### src/sv/rrg_pkg.sv
package rrg_pkg;

    localparam int MAX_VSYNC_USERS = 255;
    localparam int VSYNC_W = $clog2(MAX_VSYNC_USERS + 1);
    localparam int RATE_W = 8;
    localparam int WINDOW_W = 16;
    localparam int CMD_W = 3;
    localparam int CFG_IDX_W = 2;
    localparam int CFG_DATA_W = 16;

    localparam logic [RATE_W-1:0] IDLE_RATE_RESET = RATE_W'(60);
    localparam logic [RATE_W-1:0] TOUCH_RATE_RESET = RATE_W'(120);
    localparam logic [WINDOW_W-1:0] WINDOW_TICKS_RESET = WINDOW_W'(3000);

    typedef enum logic [CMD_W-1:0] {
        CMD_SCROLL  = 3'd0,
        CMD_VIDEO   = 3'd1,
        CMD_VSYNC   = 3'd2,
        CMD_TOUCH   = 3'd3,
        CMD_VISIBLE = 3'd4,
        CMD_TICK    = 3'd5
    } t_cmd;

    typedef enum logic [CFG_IDX_W-1:0] {
        CFG_IDLE_RATE    = 2'd0,
        CFG_TOUCH_RATE   = 2'd1,
        CFG_WINDOW_TICKS = 2'd2
    } t_cfg_idx;

    typedef struct packed {
        logic [RATE_W-1:0]   idle_rate;
        logic [RATE_W-1:0]   touch_rate;
        logic [WINDOW_W-1:0] window_ticks;
    } t_cfg;

    typedef struct packed {
        logic [CMD_W-1:0]  command;
        logic [RATE_W-1:0] rate_value;
        logic              flag;
    } t_item;

    typedef struct packed {
        logic              rate_report;
        logic [RATE_W-1:0] preferred_rate;
        logic              link_enable;
        logic              link_changed;
    } t_result;

endpackage

### src/sv/rrg_core.sv
module rrg_core import rrg_pkg::*; (
    input  logic    i_clk,
    input  logic    i_rst_n,
    input  t_cfg    i_cfg,
    input  logic    i_step,
    input  t_item   i_item,
    output t_result o_res
);

    logic [RATE_W-1:0]   r_scroll, n_scroll;
    logic [RATE_W-1:0]   r_video, n_video;
    logic [VSYNC_W-1:0]  r_users, n_users;
    logic                r_visible, n_visible;
    logic                r_touch, n_touch;
    logic                r_link, n_link;
    logic [WINDOW_W-1:0] r_window, n_window;
    logic [RATE_W-1:0]   r_last, n_last;
    logic                do_comp;
    logic                changed;
    logic [RATE_W-1:0]   base_rate;
    logic [RATE_W-1:0]   new_rate;

    always_comb begin
        n_scroll = r_scroll;
        n_video = r_video;
        n_users = r_users;
        n_visible = r_visible;
        n_touch = r_touch;
        n_link = r_link;
        n_window = r_window;
        do_comp = 1'b0;
        changed = 1'b0;
        case (t_cmd'(i_item.command))
            CMD_SCROLL: begin
                if (r_scroll != i_item.rate_value) begin
                    n_scroll = i_item.rate_value;
                    do_comp = 1'b1;
                end
            end
            CMD_VIDEO: begin
                if (r_video != i_item.rate_value) begin
                    n_video = i_item.rate_value;
                    do_comp = 1'b1;
                end
            end
            CMD_VSYNC: begin
                if (i_item.flag) begin
                    if (r_users < VSYNC_W'(MAX_VSYNC_USERS)) begin
                        n_users = r_users + VSYNC_W'(1);
                    end
                end else if (r_users != '0) begin
                    n_users = r_users - VSYNC_W'(1);
                end
                n_link = r_visible && (n_users != '0);
                changed = n_link != r_link;
                do_comp = 1'b1;
            end
            CMD_TOUCH: begin
                if (r_touch != i_item.flag) begin
                    n_touch = i_item.flag;
                    if (i_item.flag) begin
                        do_comp = 1'b1;
                    end else if ((r_scroll == '0) && (r_users != '0)) begin
                        n_window = i_cfg.window_ticks;
                    end
                end
            end
            CMD_VISIBLE: begin
                if (r_visible != i_item.flag) begin
                    n_visible = i_item.flag;
                    n_link = i_item.flag && (r_users != '0);
                    changed = n_link != r_link;
                    do_comp = 1'b1;
                end
            end
            CMD_TICK: begin
                if (r_window != '0) begin
                    n_window = r_window - WINDOW_W'(1);
                    do_comp = (r_window == WINDOW_W'(1));
                end
            end
            default: begin
            end
        endcase
    end

    always_comb begin
        if (n_scroll != '0) begin
            base_rate = n_scroll;
        end else if (n_touch || (n_window != '0)) begin
            base_rate = i_cfg.touch_rate;
        end else begin
            base_rate = i_cfg.idle_rate;
        end
        new_rate = (n_video > base_rate) ? n_video : base_rate;
        n_last = (do_comp && n_link) ? new_rate : r_last;
    end

    always_ff @(posedge i_clk) begin
        if (!i_rst_n) begin
            r_scroll <= '0;
            r_video <= '0;
            r_users <= '0;
            r_visible <= 1'b0;
            r_touch <= 1'b0;
            r_link <= 1'b0;
            r_window <= '0;
            r_last <= '0;
        end else if (i_step) begin
            r_scroll <= n_scroll;
            r_video <= n_video;
            r_users <= n_users;
            r_visible <= n_visible;
            r_touch <= n_touch;
            r_link <= n_link;
            r_window <= n_window;
            r_last <= n_last;
        end
    end

    assign o_res.rate_report = do_comp && n_link;
    assign o_res.preferred_rate = n_last;
    assign o_res.link_enable = n_link;
    assign o_res.link_changed = changed;

`ifndef SYNTHESIS
    a_link_consistent: assert property (@(posedge i_clk) disable iff (!i_rst_n)
        r_link == (r_visible && (r_users != '0)))
        else $error("link enable out of step with visibility and users");

    a_idle_tick: assert property (@(posedge i_clk) disable iff (!i_rst_n)
        (i_step && (i_item.command == CMD_TICK) && (r_window == '0)) |=> (r_window == '0))
        else $error("tick moved an expired window");

    a_report_moves_rate: assert property (@(posedge i_clk) disable iff (!i_rst_n)
        (i_step && !o_res.rate_report) |=> (r_last == $past(r_last)))
        else $error("preferred rate changed without a report");
`endif

endmodule

### config.mk
export PLATFORM = sky130hd
export DESIGN_NAME = rrg_core
export DESIGN_NICKNAME = d
export VERILOG_FILES = /design/src/sv/rrg_pkg.sv /design/src/sv/rrg_core.sv
export SDC_FILE = /design/constraint.sdc
export NUM_CORES = 1
export LEC_CHECK = 0
export ABC_AREA = 1
export BUFFER_PORTS_ARGS = -buffer_cell sky130_fd_sc_hd__buf_4
export CAP_MARGIN = 30
export CORE_ASPECT_RATIO = 0.7
export CORE_MARGIN = 2
export CORE_UTILIZATION = 43
export DETAILED_ROUTE_END_ITERATION = 6
export PLACE_DENSITY = 0.58
export SLEW_MARGIN = 10
export SYNTH_ARGS = -nofsm -noshare
export SYNTH_HDL_FRONTEND = slang
export SYNTH_SLANG_ARGS = --single-unit
### constraint.sdc
create_clock -name i_clk -period 9.9 [get_ports i_clk]
set_clock_uncertainty 0.1 [all_clocks]
set_input_delay 1.485 -clock i_clk [delete_from_list [all_inputs] [get_ports i_clk]]
set_output_delay 1.485 -clock i_clk [all_outputs]
set_load 0.005 [all_outputs]
# Word level (Yosys, flattened, before mapping)
# Cells that the tools add are included.
classes:
  n_eq_ne: 12
  n_addsub: 3
  reduce_logical: 14
  n_mux: 30
  order_cmp: 2
ops:
  columns: ["operator", "count"]
  rows:
  - ["2-to-1 mux 8 bit", 12]
  - ["2-to-1 mux 16 bit", 4]
  - ["one-hot mux 16 bit (2 select lines)", 1]
  - ["nonzero test 16 bit", 2]
  - ["nonzero test 8 bit", 3]
  - ["== test 16 x 1 -> 1 bit (second input constant)", 1]
  - ["!= test 8 bit", 2]
  - ["subtractor 16 x 1 -> 16 bit (second input constant)", 1]
  - ["2-to-1 mux 1 bit", 10]
  - ["adder 8 x 1 -> 8 bit (second input constant)", 1]
  - ["> comparator 8 bit", 1]
  - ["zero test 8 bit", 1]
  - ["less-than comparator 8 bit (second input constant)", 1]
  - ["subtractor 8 x 1 -> 8 bit (second input constant)", 1]
  - ["== test 3 x 2 -> 1 bit (second input constant)", 2]
  - ["== test 3 bit (second input constant)", 2]
  - ["one-hot mux 1 bit (6 select lines)", 1]
  - ["logical AND 1 bit", 4]
  - ["!= test 1 bit", 4]
  - ["one-hot mux 1 bit (2 select lines)", 2]
  - ["== test 3 x 1 -> 1 bit (second input constant)", 1]
  - ["zero test 3 bit", 1]
  - ["AND reduction 3 bit", 1]
  - ["AND reduction 2 bit", 1]
  - ["logical OR 1 bit", 1]
totals:
  wordCells: 69
  register_bits: 51
  output_inout_bits: 11

# Depth between registers and ports, before layout
logic_depth:
  ltp_word: 13
  ltp_mapped: 32
  mapped_depth_nobuf: 31

# Worst setup path after synthesis
# No wires, ideal clock.
synth_path:
  path_kind: "input to output"
  start: "input i_item[0] in the netlist's numbering"
  end: "output o_res[2] in the netlist's numbering"
  t_arrival_ns: 4.861
  cell_stages: 29
  slack_ns: 3.454
  cell_sequence: "ha_1 > nor2_2 > nand3_4 > nor2_8 > nand2_4 > buf_6 > o21ai_2 > nand2_1 > a21oi_2 > nand3_2 > nor2_4 > nand2_4 > nand2_1 > nand3_1 > nand2_1 > inv_1 > ha_1 > inv_1 > nor2_1 > o21ai_0 > nand2_1 > nand2_1 > a32oi_1 > clkinv_1 > nor2_1 > nor2_1 > nand2_1 > nand2_1 > inv_1"
synth_lines:
  columns: ["item", "line", "text"]
  rows:
  - ["from (decl)", "rrg_core.sv:6", "input t_item i_item,"]
  - ["to (decl)", "rrg_core.sv:7", "output t_result o_res"]

==> results.sh <==
export IMPL_status="finished, final reports clean"
export IMPL_finalMaxSlewViolations=0
export IMPL_grt_pass1_vias=4647
export IMPL_synth_xor_area_share_pct=2.573
export IMPL_cts_clk_slew_worst_paths_ns=0.07
export IMPL_final_fill_count=1151
export IMPL_max_stage_delay_ns=0.48
export IMPL_vdd_drop_max_uv=68.59
export IMPL_p_leak_uw=0.003037
export IMPL_cts_resized_gates=0
export IMPL_async_flop_share_pct=0
export IMPL_drt_total_wl_mm=14.21
export IMPL_drc=0
export IMPL_seqCellArea_sq_um=1021
export IMPL_synth_top_family_by_area="simple AND/OR/NAND/NOR gates"
export IMPL_final_period_utilization_pct=76.98
export IMPL_slew_headroom_pct=47.01
export IMPL_clock_latency_ns=0.30
export IMPL_fmax_mhz=131.2
export IMPL_area_growth_pct=13.89
export IMPL_avgViaCountPerCell=5.061
export IMPL_layout_common_cells="227 x nand2_1, 157 x inv_1, 78 x nor2_1"
export IMPL_antenna_cells=0
export IMPL_cp_slowest_cell="a32oi_1"
export IMPL_hold_path_startpoint="r_last[3]$_SDFFE_PN0P_"
export IMPL_synthSimpleGateAreaFrac_pct=38.41
export IMPL_start_kind="input port"
export IMPL_syn_cell_area_sq_um=4766
export IMPL_cpMostUsedCell="nand2_1"
export IMPL_arrival_ns=6.04
export IMPL_min_to="r_last[3]$_SDFFE_PN0P_"
export IMPL_grt_first_pass_wirelength_mm=23.19
export IMPL_grt_use_met3_pct=3.442
export IMPL_synth_main_ff_cell="dfxtp_1"
export IMPL_final_nets=933
export IMPL_wl_per_cell_um=13.85
export IMPL_cts_hold_fix_buffers=0
export IMPL_hold_class="register to register"
export IMPL_cts_root_buf="clkbuf_16"
export IMPL_tritoncts="yes"
export IMPL_yosysSeqAreaShare_pct=21.42
export IMPL_grt_busiest_layer="met1"
export IMPL_antenna_found_initial=0
export IMPL_layout_commonest_cell="nand2_1"
export IMPL_synth_compound_area_share_pct=17.69
export IMPL_yosysUniqueCellTypes=43
export IMPL_drtAntennaViolNets=0
export IMPL_met2_usage_pct=33.68
export IMPL_synth_seq_cells=51
export IMPL_finalSetupTns_ns=0
export IMPL_syn_avg_cell_area_sq_um=5.728
export IMPL_dr_pass1_iters=5
export IMPL_die_x_um=129.8
export IMPL_place_gp_congestion=0.9014
export IMPL_vias=5193
export IMPL_setup_viol=0
export IMPL_io_pins=58
export IMPL_synth_edf_count=0
export IMPL_post_dp_hpwl_mm=10.77
export IMPL_worst_hold_slack_ns=0.4396
export IMPL_dieArea_sq_um=11950
export IMPL_drive_gt1_share_pct=11.91
export IMPL_power_uw=665.1
export IMPL_r2r_start="r_users[0]$_SDFFE_PN0P_"
export IMPL_grtUsageTotal_pct=24.18
export IMPL_yosys_warnings=0
export IMPL_hold_path_depth=2
export IMPL_r2r_end="r_last[0]$_SDFFE_PN0P_"
export IMPL_syn_num_nets=893
export IMPL_multi_input_area_sq_um=2972
export IMPL_netlist_instances=832
export IMPL_start_util_pct=43.76
export IMPL_final_hold_violation_count=0
export IMPL_endpoint_kind="output port"
export IMPL_critPathMaxFanout=13
export IMPL_numPortBuffers=57
export IMPL_critPathKind="input port to output port"
export IMPL_cts_htree_levels=2
export IMPL_gr_total_overflow=0
export IMPL_grtUsageMet1_pct=39.19
export IMPL_grt_setup_unrepaired="no"
export IMPL_post_cts_setup_buffers=0
export IMPL_synthAdderAreaFrac_pct=3.676
export IMPL_postLayoutSetupSlackWorst_ns=2.279
export IMPL_numCtsBuffers=5
export IMPL_powerDensity_nw_per_um2=122.5
export IMPL_reg2reg_slack_ns=4.92
export IMPL_post_place_ws_ns=2.339
export IMPL_drt_iter0_markers=423
export IMPL_post_route_util_pct=49.84
export IMPL_maxCapViolCount=0
export IMPL_fin_crit_ns=7.621
export IMPL_cts_max_path_buffers=2
export IMPL_muxShareOfSynthArea_pct=0
export IMPL_rows=32
export IMPL_core_area_sq_um=10890
export IMPL_tightest_slew_ns=0.7865
export IMPL_r2r_cells=31
export IMPL_cp_required_ns=8.32
export IMPL_grt_max_degree=50
export IMPL_clock_sinks=51
export IMPL_chipHeight_um=92.08
-- report_power, final --
part           internal, uW  switching (uW)  leakage [uW]
logic                  80.8             147       0.00253
clock network           121            84.7     0.0000815
registers               218            13.6      0.000421
total                   420             245       0.00304
-- Yosys cell counts (2+ instances only) --
master	count	area, sq um
a21oi_1	44	220.2
a21oi_2	9	78.83
buf_1	2	7.510
buf_4	4	30.03
buf_6	5	56.30
clkbuf_1	15	56.30
clkinv_1	3	11.26
dfxtp_1	51	1021
ha_1	14	175.2
inv_1	157	589.3
inv_2	3	11.26
nand2_1	227	852.1
nand2_2	5	31.28
nand2_4	3	33.78
nand3_1	64	320.3
nand3_2	2	20.02
nand3b_1	6	45.04
nand4_1	12	75.07
nor2_1	78	292.8
nor2_2	5	31.28
nor2_4	2	22.52
nor2_8	2	40.04
o211ai_1	9	67.56
o21ai_0	74	370.4
o22ai_1	5	31.28
o41ai_1	2	17.52
xnor2_1	3	26.28
xor2_1	11	96.34
-- logic make-up (layout without fill, tap and decap cells) --
kind of cell               Yosys count  after routing
and+or+nand+nor                    412            412
buffers and inverters              191            232
AOI/OAI and AO/OA                  150            150
DFF                                 51             51
adders and majority gates           14             14
xor gates and xnor gates            14             14
-- registers in the layout, indices dropped and copies added (netlist names) --
register / cells
r_window: 16
r_last: 8
r_scroll: 8
r_users: 8
r_video: 8
r_link: 1
r_touch: 1
r_visible: 1
-- metal layers --
metal / part of all wire, % / vias to the layer above / routed length, um
li1: - / 2708 / -
met1: 54 / 2305 / 7608
met2: 39 / 173 / 5568
met3: 6.8 / 7 / 962
met4: 0.46 / 0 / 66
met5: 0 / - / 0
-- per-stage QoR --
step / std cells / cell area, sq um
final: 1026 / 5428
after global routing: 1026 / 5428
after CTS: 1024 / 5405
after detailed placement: 1016 / 5238
after global placement: 1016 / 5238
after floorplan: 832 / 4766
-- layout make-up --
| cell class | count | share of cell area, % |
|---|---|---|
| multi-input cells | 590 | 54.75 |
| flip-flops and latches | 51 | 18.81 |
| inverters | 164 | 11.39 |
| repair buffers | 60 | 8.437 |
| well taps | 153 | 3.527 |
| clock buffers | 6 | 2.374 |
| clock inverters | 2 | 0.7146 |
-- how the worst max path moves through the flow --
| stage | from | to | slack [ns] | depth (start not counted) |
|---|---|---|---|---|
| floorplan | i_item[0] | o_res[2] | 3.45 | 29 |
| global placement | i_item[0] | o_res[2] | 2.43 | 32 |
| detailed placement | i_item[0] | o_res[2] | 2.34 | 32 |
| CTS | i_item[0] | o_res[2] | 2.32 | 32 |
| global route | i_item[0] | o_res[6] | 1.82 | 31 |
| finish | i_item[0] | o_res[2] | 2.28 | 32 |
-- critical path: cells and delay by family --
kind	cells	cell delay (ns)
AOI/OAI and AO/OA	2	0.56
adders and majority gates	2	0.61
buffers and inverters	6	0.85
and+or+nand+nor	22	2.54
Note: power is estimated with default switching activity, not from simulation.
