--- config.mk ---
export PLATFORM = sky130hd
export DESIGN_NAME = rrg_cfg
export DESIGN_NICKNAME = d
export VERILOG_FILES = /design/src/sv/rrg_pkg.sv /design/src/sv/rrg_cfg.sv
export SDC_FILE = /design/constraint.sdc
export NUM_CORES = 1
export LEC_CHECK = 0
export ABC_CLOCK_PERIOD_IN_PS = 1000
export BUFFER_PORTS_ARGS = -buffer_cell sky130_fd_sc_hd__buf_2
export CAP_MARGIN = 20
export CORE_ASPECT_RATIO = 0.6
export CORE_MARGIN = 4
export CORE_UTILIZATION = 42
export DETAILED_ROUTE_END_ITERATION = 8
export GPL_ROUTABILITY_DRIVEN = 0
export HOLD_SLACK_MARGIN = 0.12
export PLACE_DENSITY = 0.7
export SLEW_MARGIN = 40
export SYNTH_ARGS = -nofsm -noshare
export SYNTH_HDL_FRONTEND = slang
export SYNTH_SLANG_ARGS = --single-unit
--- constraint.sdc ---
create_clock -name i_clk -period 1 [get_ports i_clk]
set_input_delay 0.2 -clock i_clk [delete_from_list [all_inputs] [get_ports i_clk]]
set_output_delay 0.2 -clock i_clk [all_outputs]
set_load 0.01 [all_outputs]
--- src/sv/rrg_pkg.sv ---
package rrg_pkg;

    localparam int MAX_VSYNC_USERS = 255;
    localparam int VSYNC_W = $clog2(MAX_VSYNC_USERS + 1);
    localparam int RATE_W = 8;
    localparam int WINDOW_W = 16;
    localparam int CMD_W = 3;
    localparam int CFG_IDX_W = 2;
    localparam int CFG_DATA_W = 16;

    localparam logic [RATE_W-1:0] IDLE_RATE_RESET = RATE_W'(60);
    localparam logic [RATE_W-1:0] TOUCH_RATE_RESET = RATE_W'(120);
    localparam logic [WINDOW_W-1:0] WINDOW_TICKS_RESET = WINDOW_W'(3000);

    typedef enum logic [CMD_W-1:0] {
        CMD_SCROLL  = 3'd0,
        CMD_VIDEO   = 3'd1,
        CMD_VSYNC   = 3'd2,
        CMD_TOUCH   = 3'd3,
        CMD_VISIBLE = 3'd4,
        CMD_TICK    = 3'd5
    } t_cmd;

    typedef enum logic [CFG_IDX_W-1:0] {
        CFG_IDLE_RATE    = 2'd0,
        CFG_TOUCH_RATE   = 2'd1,
        CFG_WINDOW_TICKS = 2'd2
    } t_cfg_idx;

    typedef struct packed {
        logic [RATE_W-1:0]   idle_rate;
        logic [RATE_W-1:0]   touch_rate;
        logic [WINDOW_W-1:0] window_ticks;
    } t_cfg;

    typedef struct packed {
        logic [CMD_W-1:0]  command;
        logic [RATE_W-1:0] rate_value;
        logic              flag;
    } t_item;

    typedef struct packed {
        logic              rate_report;
        logic [RATE_W-1:0] preferred_rate;
        logic              link_enable;
        logic              link_changed;
    } t_result;

endpackage

--- src/sv/rrg_cfg.sv ---
module rrg_cfg import rrg_pkg::*; (
    input  logic                  i_clk,
    input  logic                  i_rst_n,
    input  logic                  i_cfg_we,
    input  logic [CFG_IDX_W-1:0]  i_cfg_idx,
    input  logic [CFG_DATA_W-1:0] i_cfg_data,
    output t_cfg                  o_cfg
);

    t_cfg r_cfg;

    always_ff @(posedge i_clk) begin
        if (!i_rst_n) begin
            r_cfg.idle_rate <= IDLE_RATE_RESET;
            r_cfg.touch_rate <= TOUCH_RATE_RESET;
            r_cfg.window_ticks <= WINDOW_TICKS_RESET;
        end else if (i_cfg_we) begin
            case (t_cfg_idx'(i_cfg_idx))
                CFG_IDLE_RATE: begin
                    r_cfg.idle_rate <= i_cfg_data[RATE_W-1:0];
                end
                CFG_TOUCH_RATE: begin
                    r_cfg.touch_rate <= i_cfg_data[RATE_W-1:0];
                end
                CFG_WINDOW_TICKS: begin
                    r_cfg.window_ticks <= i_cfg_data[WINDOW_W-1:0];
                end
                default: begin
                end
            endcase
        end
    end

    assign o_cfg = r_cfg;

endmodule

======== Word-level counts from Yosys, hierarchy flattened ========
Index checks and enable logic that the tools add are counted.
storage, ports and cells
  output and inout port bits .............. 32
  memories ................................ 0
  bits of input ports ..................... 21
  logic and storage cells ................. 9
  RAM bits ................................ 0
  bits in latches ......................... 0
  bits in registers ....................... 32
  ROM bits ................................ 0
operators by class
  shifts and indexed selects .............. 0
  $lt $le $gt $ge ......................... 0
  divide/modulo/power cells ............... 0
  equal/unequal tests ..................... 2
  add/sub/neg operators ................... 0
  multiplexer cells ....................... 0
  multipliers ............................. 0
  reduce and logical (&&, ||, !) cells .... 4
  bitwise gates (word level) .............. 0
operators by type and width
  kind                number
  $reduce_and 2->1    3
  $eq 2x1->1 const B  1
  $eq 2x2->1 const B  1
  $logic_not 2->1     1

======== Depth between registers and ports, before layout ========
Gate-level depths: netlist of run 1.
  depth after elaboration ................. 2
  gate-level depth with buffers ........... 4
  gate-level depth less buffers ........... 2

======== Least setup slack after synthesis of run 1 ========
OpenSTA, ideal clock, no wires.
  path kind ............................... input to register
  start ................................... input i_cfg_idx[1]
  end ..................................... register r_cfg (netlist bit o_cfg[27])
  library setup time ...................... 0.124 ns
  setup slack ............................. 0.061 ns
  path buffers ............................ 1
  stages .................................. 3
  required time ........................... 0.876 ns
  data arrival time ....................... 0.815 ns
  path through ............................ or3b_1 > buf_6 > mux2i_1
between the ends
  longest elaborated chain between the ends .. 2
ends and longest elaborated chain
  element                            RTL line       source
  start: declaration                 rrg_cfg.sv:5   input logic [CFG_IDX_W-1:0] i_cfg_idx,
  $logic_not 2->1                    rrg_cfg.sv:18  case (t_cfg_idx'(i_cfg_idx))
  $reduce_and 2->1 (no source line)  -
  end: declaration                   rrg_cfg.sv:10  t_cfg r_cfg;
Every way passes these cells.
A chain may end at the register's enable or synchronous reset.

======== Worst setup path after layout of run 1 ========
  start ................................... register r_cfg (netlist bit o_cfg[30])
  end ..................................... output o_cfg[30] (netlist name)
RTL lines
  element           RTL line      source
  end: declaration  rrg_cfg.sv:7  output t_cfg o_cfg
No word-level cell between the ends.

==> flow_summary_export.csv, run 1 <==
group,metric,value,unit
pwr,p_leak,0.000872,uW
clock_network,clock-sinks,32,
routing,vias,1073,
worst_setup_path,worstPathArrival,0.76,ns
synth,syn_inst,131,
cells_and_area,largest_reg_flops,32,
synth,ys_types,16,
worst_setup_path,cp.buffers_inverters,1,
pwr,ir_drop,0.000729,V
timing,period_share,95.6,%
clock_network,cts_tree,"yes",
die,start_util,45.0,%
routing,vias_per_cell,4.59,
clock_network,numCtsBuffers,5,
cells_and_area,diodes,0,
cells_and_area,syn_to_final_growth,35.1,%
cells_and_area,multi_input_area,587,um^2
placement,dp_hpwl,2350,um
routing,ant_nets,0,
pwr,p_total,2680,uW
synth,ys_seq_area_share,48.3,%
timing,setup_viol,0,
synth,synth_warnings,0,
worst_setup_path,setup.worst_path.class,"reg -> out",
timing,finalClockSkew,0,ns
worst_setup_path,path_delay_family,"flip-flops",
cells_and_area,fin_util,60.8,%
status,status,"completed",
die,placementRows,15,
die,io_pins,53,
worst_setup_path,slowest_stage,"dfxtp_1",
die,die_height,51.5,um
clock_network,cts_root_buf,"clkbuf_8",
global_routing,grt_pass1_vias,1135,
clock_network,cts_htree_levels,2,
timing,period_needed,0.956,ns
timing,drv_slew,0,
clock_network,cts_setup_buffers,0,
routing,routed_wl,3090,um
cells_and_area,nFillCells,249,
global_routing,grt_pass1_wl,5160,um
worst_setup_path,critPathMaxFanout,2,
worst_setup_path,setup.worst_path.start_class,"flip-flop",
cells_and_area,layout_commonest_cell,"buf_2",
worst_setup_path,crit_chain,"buf_6",
placement,portBuffers,52,
cells_and_area,final_net_count,212,
timing,max_clock_freq,1050,MHz
global_routing,grt_usage,16.6,%
global_routing,grt_max_degree,21,
clock_network,clk_latency,0.28,ns
worst_setup_path,max_stage_delay,0.36,ns
routing,avgRoutedWirePerCell,13.2,um
cells_and_area,drive_gt1_share,39.1,%
pwr,powerDensity,1500,nW/um^2
routing,firstDrtPassIters,4,
clock_network,cts_hold_buffers,0,
cells_and_area,layout_common_cells,"buf_2, dfxtp_1, nand2_1",
worst_setup_path,crit_path_end_kind,"output port",
routing,drtIter0Drc,25,
die,core_area,2950,um^2
timing,hold_violations,0,
synth,syn_nets,152,
synth,synth_seq_cells,32,
global_routing,grt_antenna_before_repair,0,
timing,tightest_slew,0.307,ns
routing,drc_errors,0,
synth,syn_area,1330,um^2
worst_hold_path,worstHoldPathType,"in -> reg",
cells_and_area,ff_latch_area,644,um^2
job,drv_cap,0,
global_routing,grt.overflow.total,0,
die,die_w,80.5,um
timing,relSlewSlack,79.4,%
synth,avgSynthCellArea,10.1,um^2
clock_network,clock_path_buffers,2,
worst_setup_path,required,0.80,ns
die,dieArea,4150,um^2
clock_network,clk_pin_slew,0.06,ns
[cell usage after synthesis, drive strengths merged]
library cell | number | area share (%)
nand4bb | 1 | 0.85
nand4b | 5 | 3.3
o211ai | 6 | 3.4
nor2b | 12 | 5.7
or3b | 1 | 0.66
inv | 6 | 1.7
and3b | 2 | 1.3
dfxtp | 32 | 48
nor3b | 1 | 0.94
nand3b | 1 | 0.85
nand2 | 27 | 7.6
mux2i | 26 | 20
clkbuf | 1 | 0.28
buf | 10 | 5.4
[repair_timing]
action	4_1_cts	5_1_grt
endpoints found under the hold margin	0	0
resized for setup	0	4
endpoints found under the setup margin	0	4
[per-stage QoR]
| stage | setup WS (ns) | instance area, um^2 | hold slack (ns) | TNS, ns | std cells |
|---|---|---|---|---|---|
| floorplan | 0.0608 | 1330 | 0.342 | 0 | 131 |
| global placement | -0.107 | 1690 | 0.441 | -1.68 | 226 |
| detailed placement | -0.145 | 1690 | 0.451 | -2.40 | 226 |
| CTS | 0.00291 | 1780 | 0.161 | 0 | 234 |
| global route | -0.00712 | 1790 | 0.159 | -0.00712 | 234 |
| finish | 0.0439 | 1790 | 0.170 | 0 | 234 |
[worst paths after layout]
kind / from / end / slack (ns) / cells past startpoint
max: o_cfg[30] / o_cfg[30] / 0.04 / 1
min: i_cfg_data[12] / o_cfg[12] / 0.17 / 3
min reg2reg: o_cfg[12] / o_cfg[12] / 0.46 / 2
max reg2reg: o_cfg[20] / o_cfg[20] / 0.35 / 2
[area by class of cell]
| type | instances | area share (%) |
|---|---|---|
| Tap cell | 42 | 2.94 |
| Multi-Input combinational cell | 82 | 32.8 |
| Sequential cell | 32 | 36.0 |
| Inverter | 6 | 1.26 |
| Clock buffer | 8 | 5.03 |
| Timing Repair Buffer | 64 | 22.0 |
[routing by layer]
layer | part of all wire [%] | track usage (%) | vias up
li1 | - | - | 558
met1 | 48 | 20.6 | 479
met2 | 43 | 24.9 | 31
met3 | 7.3 | 6.40 | 5
met4 | 1.9 | 9.27 | 0
met5 | 0 | 0 | -
[power by group]
group	leakage (uW)	internal [uW]	switching [uW]	total (uW)
Sequential	0.000261	1330	23.8	1350
Clock	0.0000455	561	443	1000
Combinational	0.000566	166	162	328
[logic make-up after synthesis]
kind of cell	synth area share, %
flops	48.3
buf+inv	7.37
simple gates	21.2
mux	19.6
compound gates	3.40
No activity file was read; power rests on OpenSTA's default activity.
==> inputs of run 2 (changes only) <==
Settings changed: CTS_BUF_LIST from default to sky130_fd_sc_hd__clkbuf_8 sky130_fd_sc_hd__clkbuf_16.
==> flow_summary_export.csv, run 2 (same netlist as run 1, synthesis figures left out) <==
group,metric,value,unit
worst_setup_path,max_stage_delay,0.36,ns
cells_and_area,layout_common_cells,"buf_2, dfxtp_1, nand2_1",
placement,portBuffers,52,
job,drv_cap,0,
timing,finalClockSkew,0,ns
worst_setup_path,worstPathArrival,0.76,ns
worst_hold_path,hold_path_depth,3,
global_routing,grt_pass1_vias,1135,
die,dieArea,4150,um^2
worst_setup_path,setup.worst_path.start_class,"flip-flop",
die,die_w,80.5,um
worst_setup_path,cp_num_cells,1,
timing,tightest_slew,0.308,ns
clock_network,clk_latency,0.28,ns
cells_and_area,drive_gt1_share,39.1,%
global_routing,grt_antenna_before_repair,0,
worst_setup_path,cp.buffers_inverters,1,
routing,routed_wl,3090,um
worst_setup_path,critPathMaxFanout,2,
pwr,powerDensity,1490,nW/um^2
clock_network,cts_tree,"yes",
worst_setup_path,slowest_stage,"dfxtp_1",
clock_network,cts_root_buf,"clkbuf_8",
timing,period_share,95.6,%
routing,drtIter0Drc,25,
global_routing,grt.overflow.total,0,
routing,vias_per_cell,4.59,
routing,ant_nets,0,
worst_setup_path,crit_start,"o_cfg[30]",
pwr,ir_drop,0.000729,V
timing,worst_slack,0.0435,ns
timing,drv_slew,0,
global_routing,grt_usage,16.6,%
clock_network,clk_pin_slew,0.06,ns
placement,dp_hpwl,2350,um
die,core_area,2950,um^2
cells_and_area,largest_reg_flops,32,
clock_network,clock-sinks,32,
die,die_height,51.5,um
worst_setup_path,path_delay_family,"flip-flops",
worst_setup_path,crit_path_end_kind,"output port",
cells_and_area,final_net_count,212,
timing,setup_viol,0,
routing,firstDrtPassIters,4,
worst_setup_path,required,0.80,ns
timing,period_needed,0.956,ns
worst_setup_path,r2r_start,"o_cfg[20]",
worst_hold_path,hp-start,"i_cfg_data[12]",
clock_network,numCtsBuffers,5,
die,start_util,45.0,%
cells_and_area,diodes,0,
status,status,"completed",
routing,drc_errors,0,
clock_network,clock_path_buffers,2,
timing,relSlewSlack,79.4,%
cells_and_area,fin_util,60.8,%
routing,avgRoutedWirePerCell,13.2,um
placement,dp_slack,-0.145,ns
worst_setup_path,setup.worst_path.class,"reg -> out",
cells_and_area,layout_commonest_cell,"buf_2",
worst_setup_path,reg2regPathDepth,2,
cells_and_area,syn_to_final_growth,35.1,%
clock_network,cts_setup_buffers,0,
worst_hold_path,worstHoldPathType,"in -> reg",
routing,vias,1075,
worst_setup_path,crit_chain,"buf_6",
pwr,p_leak,0.000880,uW
die,placementRows,15,
global_routing,grt_max_degree,21,
clock_network,cts_htree_levels,2,
global_routing,grt_pass1_wl,5160,um
timing,hold_violations,0,
die,io_pins,53,
timing,max_clock_freq,1050,MHz
==> run 2: changes by cell type in the layout (fill, tap and decap cells not counted), sizes merged <==
cell    delta
clkbuf     -2
inv        +2
==> run 2: stage by stage <==
step / hold slack (ns) / setup TNS, ns / cells / power (uW) / instance area [um^2]
after global routing: 0.159 / -0.00732 / 234 / 2790 / 1790
after floorplan: 0.342 / 0 / 131 / 1550 / 1330
after CTS: 0.160 / 0 / 234 / 2690 / 1780
after detailed placement: 0.451 / -2.40 / 226 / 1700 / 1690
after global placement: 0.441 / -1.68 / 226 / 1690 / 1690
final: 0.170 / 0 / 234 / 2660 / 1790
==> run 2: cell type report <==
| type | count | area, um^2 |
|---|---|---|
| inverters | 6 | 22.5 |
| clock buffers | 6 | 82.6 |
| repair buffers | 64 | 394 |
| flip-flops and latches | 32 | 644 |
| clock inverters | 2 | 7.51 |
| well taps | 42 | 52.6 |
| multi-input cells | 82 | 587 |
| fillers | 249 | 1160 |
==> run 2: report_power, final <==
group | internal, uW | switching [uW]
combinational | 166 | 162
clock | 540 | 446
sequential | 1330 | 23.9
total | 2030 | 632
==> run 2: path summary, 6_finish.rpt <==
path / end / slack [ns]
setup / recovery: o_cfg[30] / 0.04
hold / removal: o_cfg[12] / 0.17
setup reg to reg: o_cfg[20] / 0.35
hold reg to reg: o_cfg[12] / 0.46
==> run 2: repair_timing <==
| item | CTS | global route |
|---|---|---|
| gates resized for setup | 0 | 4 |
| setup endpoints to repair | 0 | 4 |
| hold buffers | 0 | 0 |
==> run 2: layer usage <==
layer	vias up	global-route usage (%)	share of wire, %
met4	0	9.27	1.9
met2	31	24.9	43
met5	-	0	0
met3	5	6.40	7.3
li1	558	-	-
met1	481	20.6	48
==> inputs of run 3 (changes only) <==
Settings changed: CTS_BUF_LIST sky130_fd_sc_hd__clkbuf_8 sky130_fd_sc_hd__clkbuf_16 to sky130_fd_sc_hd__clkbuf_16.
==> flow_summary_export.csv, run 3 (same netlist as run 1, synthesis figures left out) <==
group,metric,value,unit
status,status,"completed",
die,die_height,51.5,um
worst_setup_path,r2r_slack,0.32,ns
placement,placed_area,1690,um^2
clock_network,cts.repair.resized,0,
worst_hold_path,worstHoldPathType,"in -> reg",
worst_setup_path,worstPathArrival,0.75,ns
global_routing,grt_pass1_wl,5200,um
timing,tightest_slew,0.327,ns
timing,period_share,94.9,%
clock_network,cts_tree,"yes",
cells_and_area,final_net_count,212,
cells_and_area,design_area,1830,um^2
worst_setup_path,cp.buffers_inverters,1,
cells_and_area,largest_reg_flops,32,
die,core_area,2950,um^2
worst_setup_path,required,0.80,ns
placement,portBuffers,52,
global_routing,grt_usage,16.4,%
timing,max_clock_freq,1050,MHz
timing,setup_viol,0,
die,start_util,45.0,%
job,drv_cap,0,
worst_setup_path,crit_chain,"buf_2",
routing,vias_per_cell,4.68,
routing,firstDrtPassIters,4,
clock_network,clk_pin_slew,0.05,ns
worst_setup_path,reg2regPathDepth,2,
clock_network,cts_htree_levels,2,
routing,vias,1094,
pwr,ir_drop,0.000999,V
worst_setup_path,slowest_stage,"dfxtp_1",
cells_and_area,layout_commonest_cell,"buf_2",
routing,avgRoutedWirePerCell,13.0,um
routing,routed_wl,3050,um
clock_network,clock-sinks,32,
cells_and_area,ff_latch_area,642,um^2
worst_hold_path,hold_path_depth,3,
cells_and_area,syn_to_final_growth,38.0,%
clock_network,cts_hold_buffers,0,
worst_setup_path,crit_path_end_kind,"output port",
timing,relSlewSlack,78.2,%
clock_network,cts_setup_buffers,0,
timing,drv_slew,0,
global_routing,grt_pass1_vias,1147,
cells_and_area,layout_common_cells,"buf_2, dfxtp_1, nand2_1",
clock_network,cts_root_buf,"clkbuf_16",
clock_network,clock_path_buffers,2,
worst_setup_path,critPathMaxFanout,2,
worst_setup_path,cp_num_cells,1,
global_routing,grt.overflow.total,0,
cells_and_area,drive_gt1_share,37.5,%
clock_network,numCtsBuffers,5,
pwr,p_leak,0.000900,uW
die,dieArea,4150,um^2
worst_setup_path,setup.worst_path.start_class,"flip-flop",
routing,drtIter0Drc,29,
timing,rsz0062_at_grt,"false",
routing,ant_nets,0,
timing,hold_violations,0,
placement,placed_cells,226,
die,io_pins,53,
worst_setup_path,path_delay_family,"flip-flops",
cells_and_area,multi_input_area,587,um^2
global_routing,grt_max_degree,21,
clock_network,clk_latency,0.27,ns
pwr,p_total,3070,uW
cells_and_area,nFillCells,248,
die,die_w,80.5,um
worst_setup_path,max_stage_delay,0.34,ns
die,placementRows,15,
pwr,powerDensity,1680,nW/um^2
cells_and_area,diodes,0,
timing,finalClockSkew,0,ns
placement,dp_hpwl,2350,um
worst_setup_path,setup.worst_path.class,"reg -> out",
global_routing,grt_antenna_before_repair,0,
routing,drc_errors,0,
cells_and_area,stdcell_count,234,
timing,period_needed,0.949,ns
-- run 3: report_power, final --
group / leakage, uW / internal (uW) / switching, uW
combinational: 0.000565 / 164 / 161
sequential: 0.000261 / 1330 / 23.1
clock: 0.0000738 / 893 / 499
-- run 3: path summary, 6_finish.rpt --
path / start / to
worst max register to register: o_cfg[27] / o_cfg[27]
worst min register to register: o_cfg[12] / o_cfg[12]
worst max-delay path: o_cfg[25] / o_cfg[25]
worst min-delay path: i_cfg_data[12] / o_cfg[12]
-- run 3: per-layer routing --
metal / vias up / share of wire [%] / global-route usage, %
met4: 0 / 1.4 / 6.74
met2: 34 / 43 / 24.7
met3: 5 / 8.4 / 6.40
met5: - / 0 / 0
met1: 497 / 47 / 21.1
li1: 558 / - / -
-- run 3: cell type report --
| class | count | area share (%) |
|---|---|---|
| timing repair buffer | 64 | 21.2 |
| clock buffer | 5 | 6.84 |
| clock inverter | 3 | 0.616 |
| tap | 42 | 2.87 |
| multi-input combinational | 82 | 32.1 |
| sequential | 32 | 35.1 |
| inverter | 6 | 1.23 |
-- run 3: stage by stage --
step / hold slack, ns / utilization, % / TNS, ns / setup slack (ns)
6_report: 0.180 / 62.0 / 0 / 0.0514
5_1_grt: 0.177 / 62.0 / 0 / 0.00601
4_1_cts: 0.180 / 62.0 / 0 / 0.0241
3_5_place_dp: 0.451 / 57.4 / -2.40 / -0.145
3_3_place_gp: 0.441 / 57.4 / -1.68 / -0.107
2_1_floorplan: 0.342 / - / 0 / 0.0608
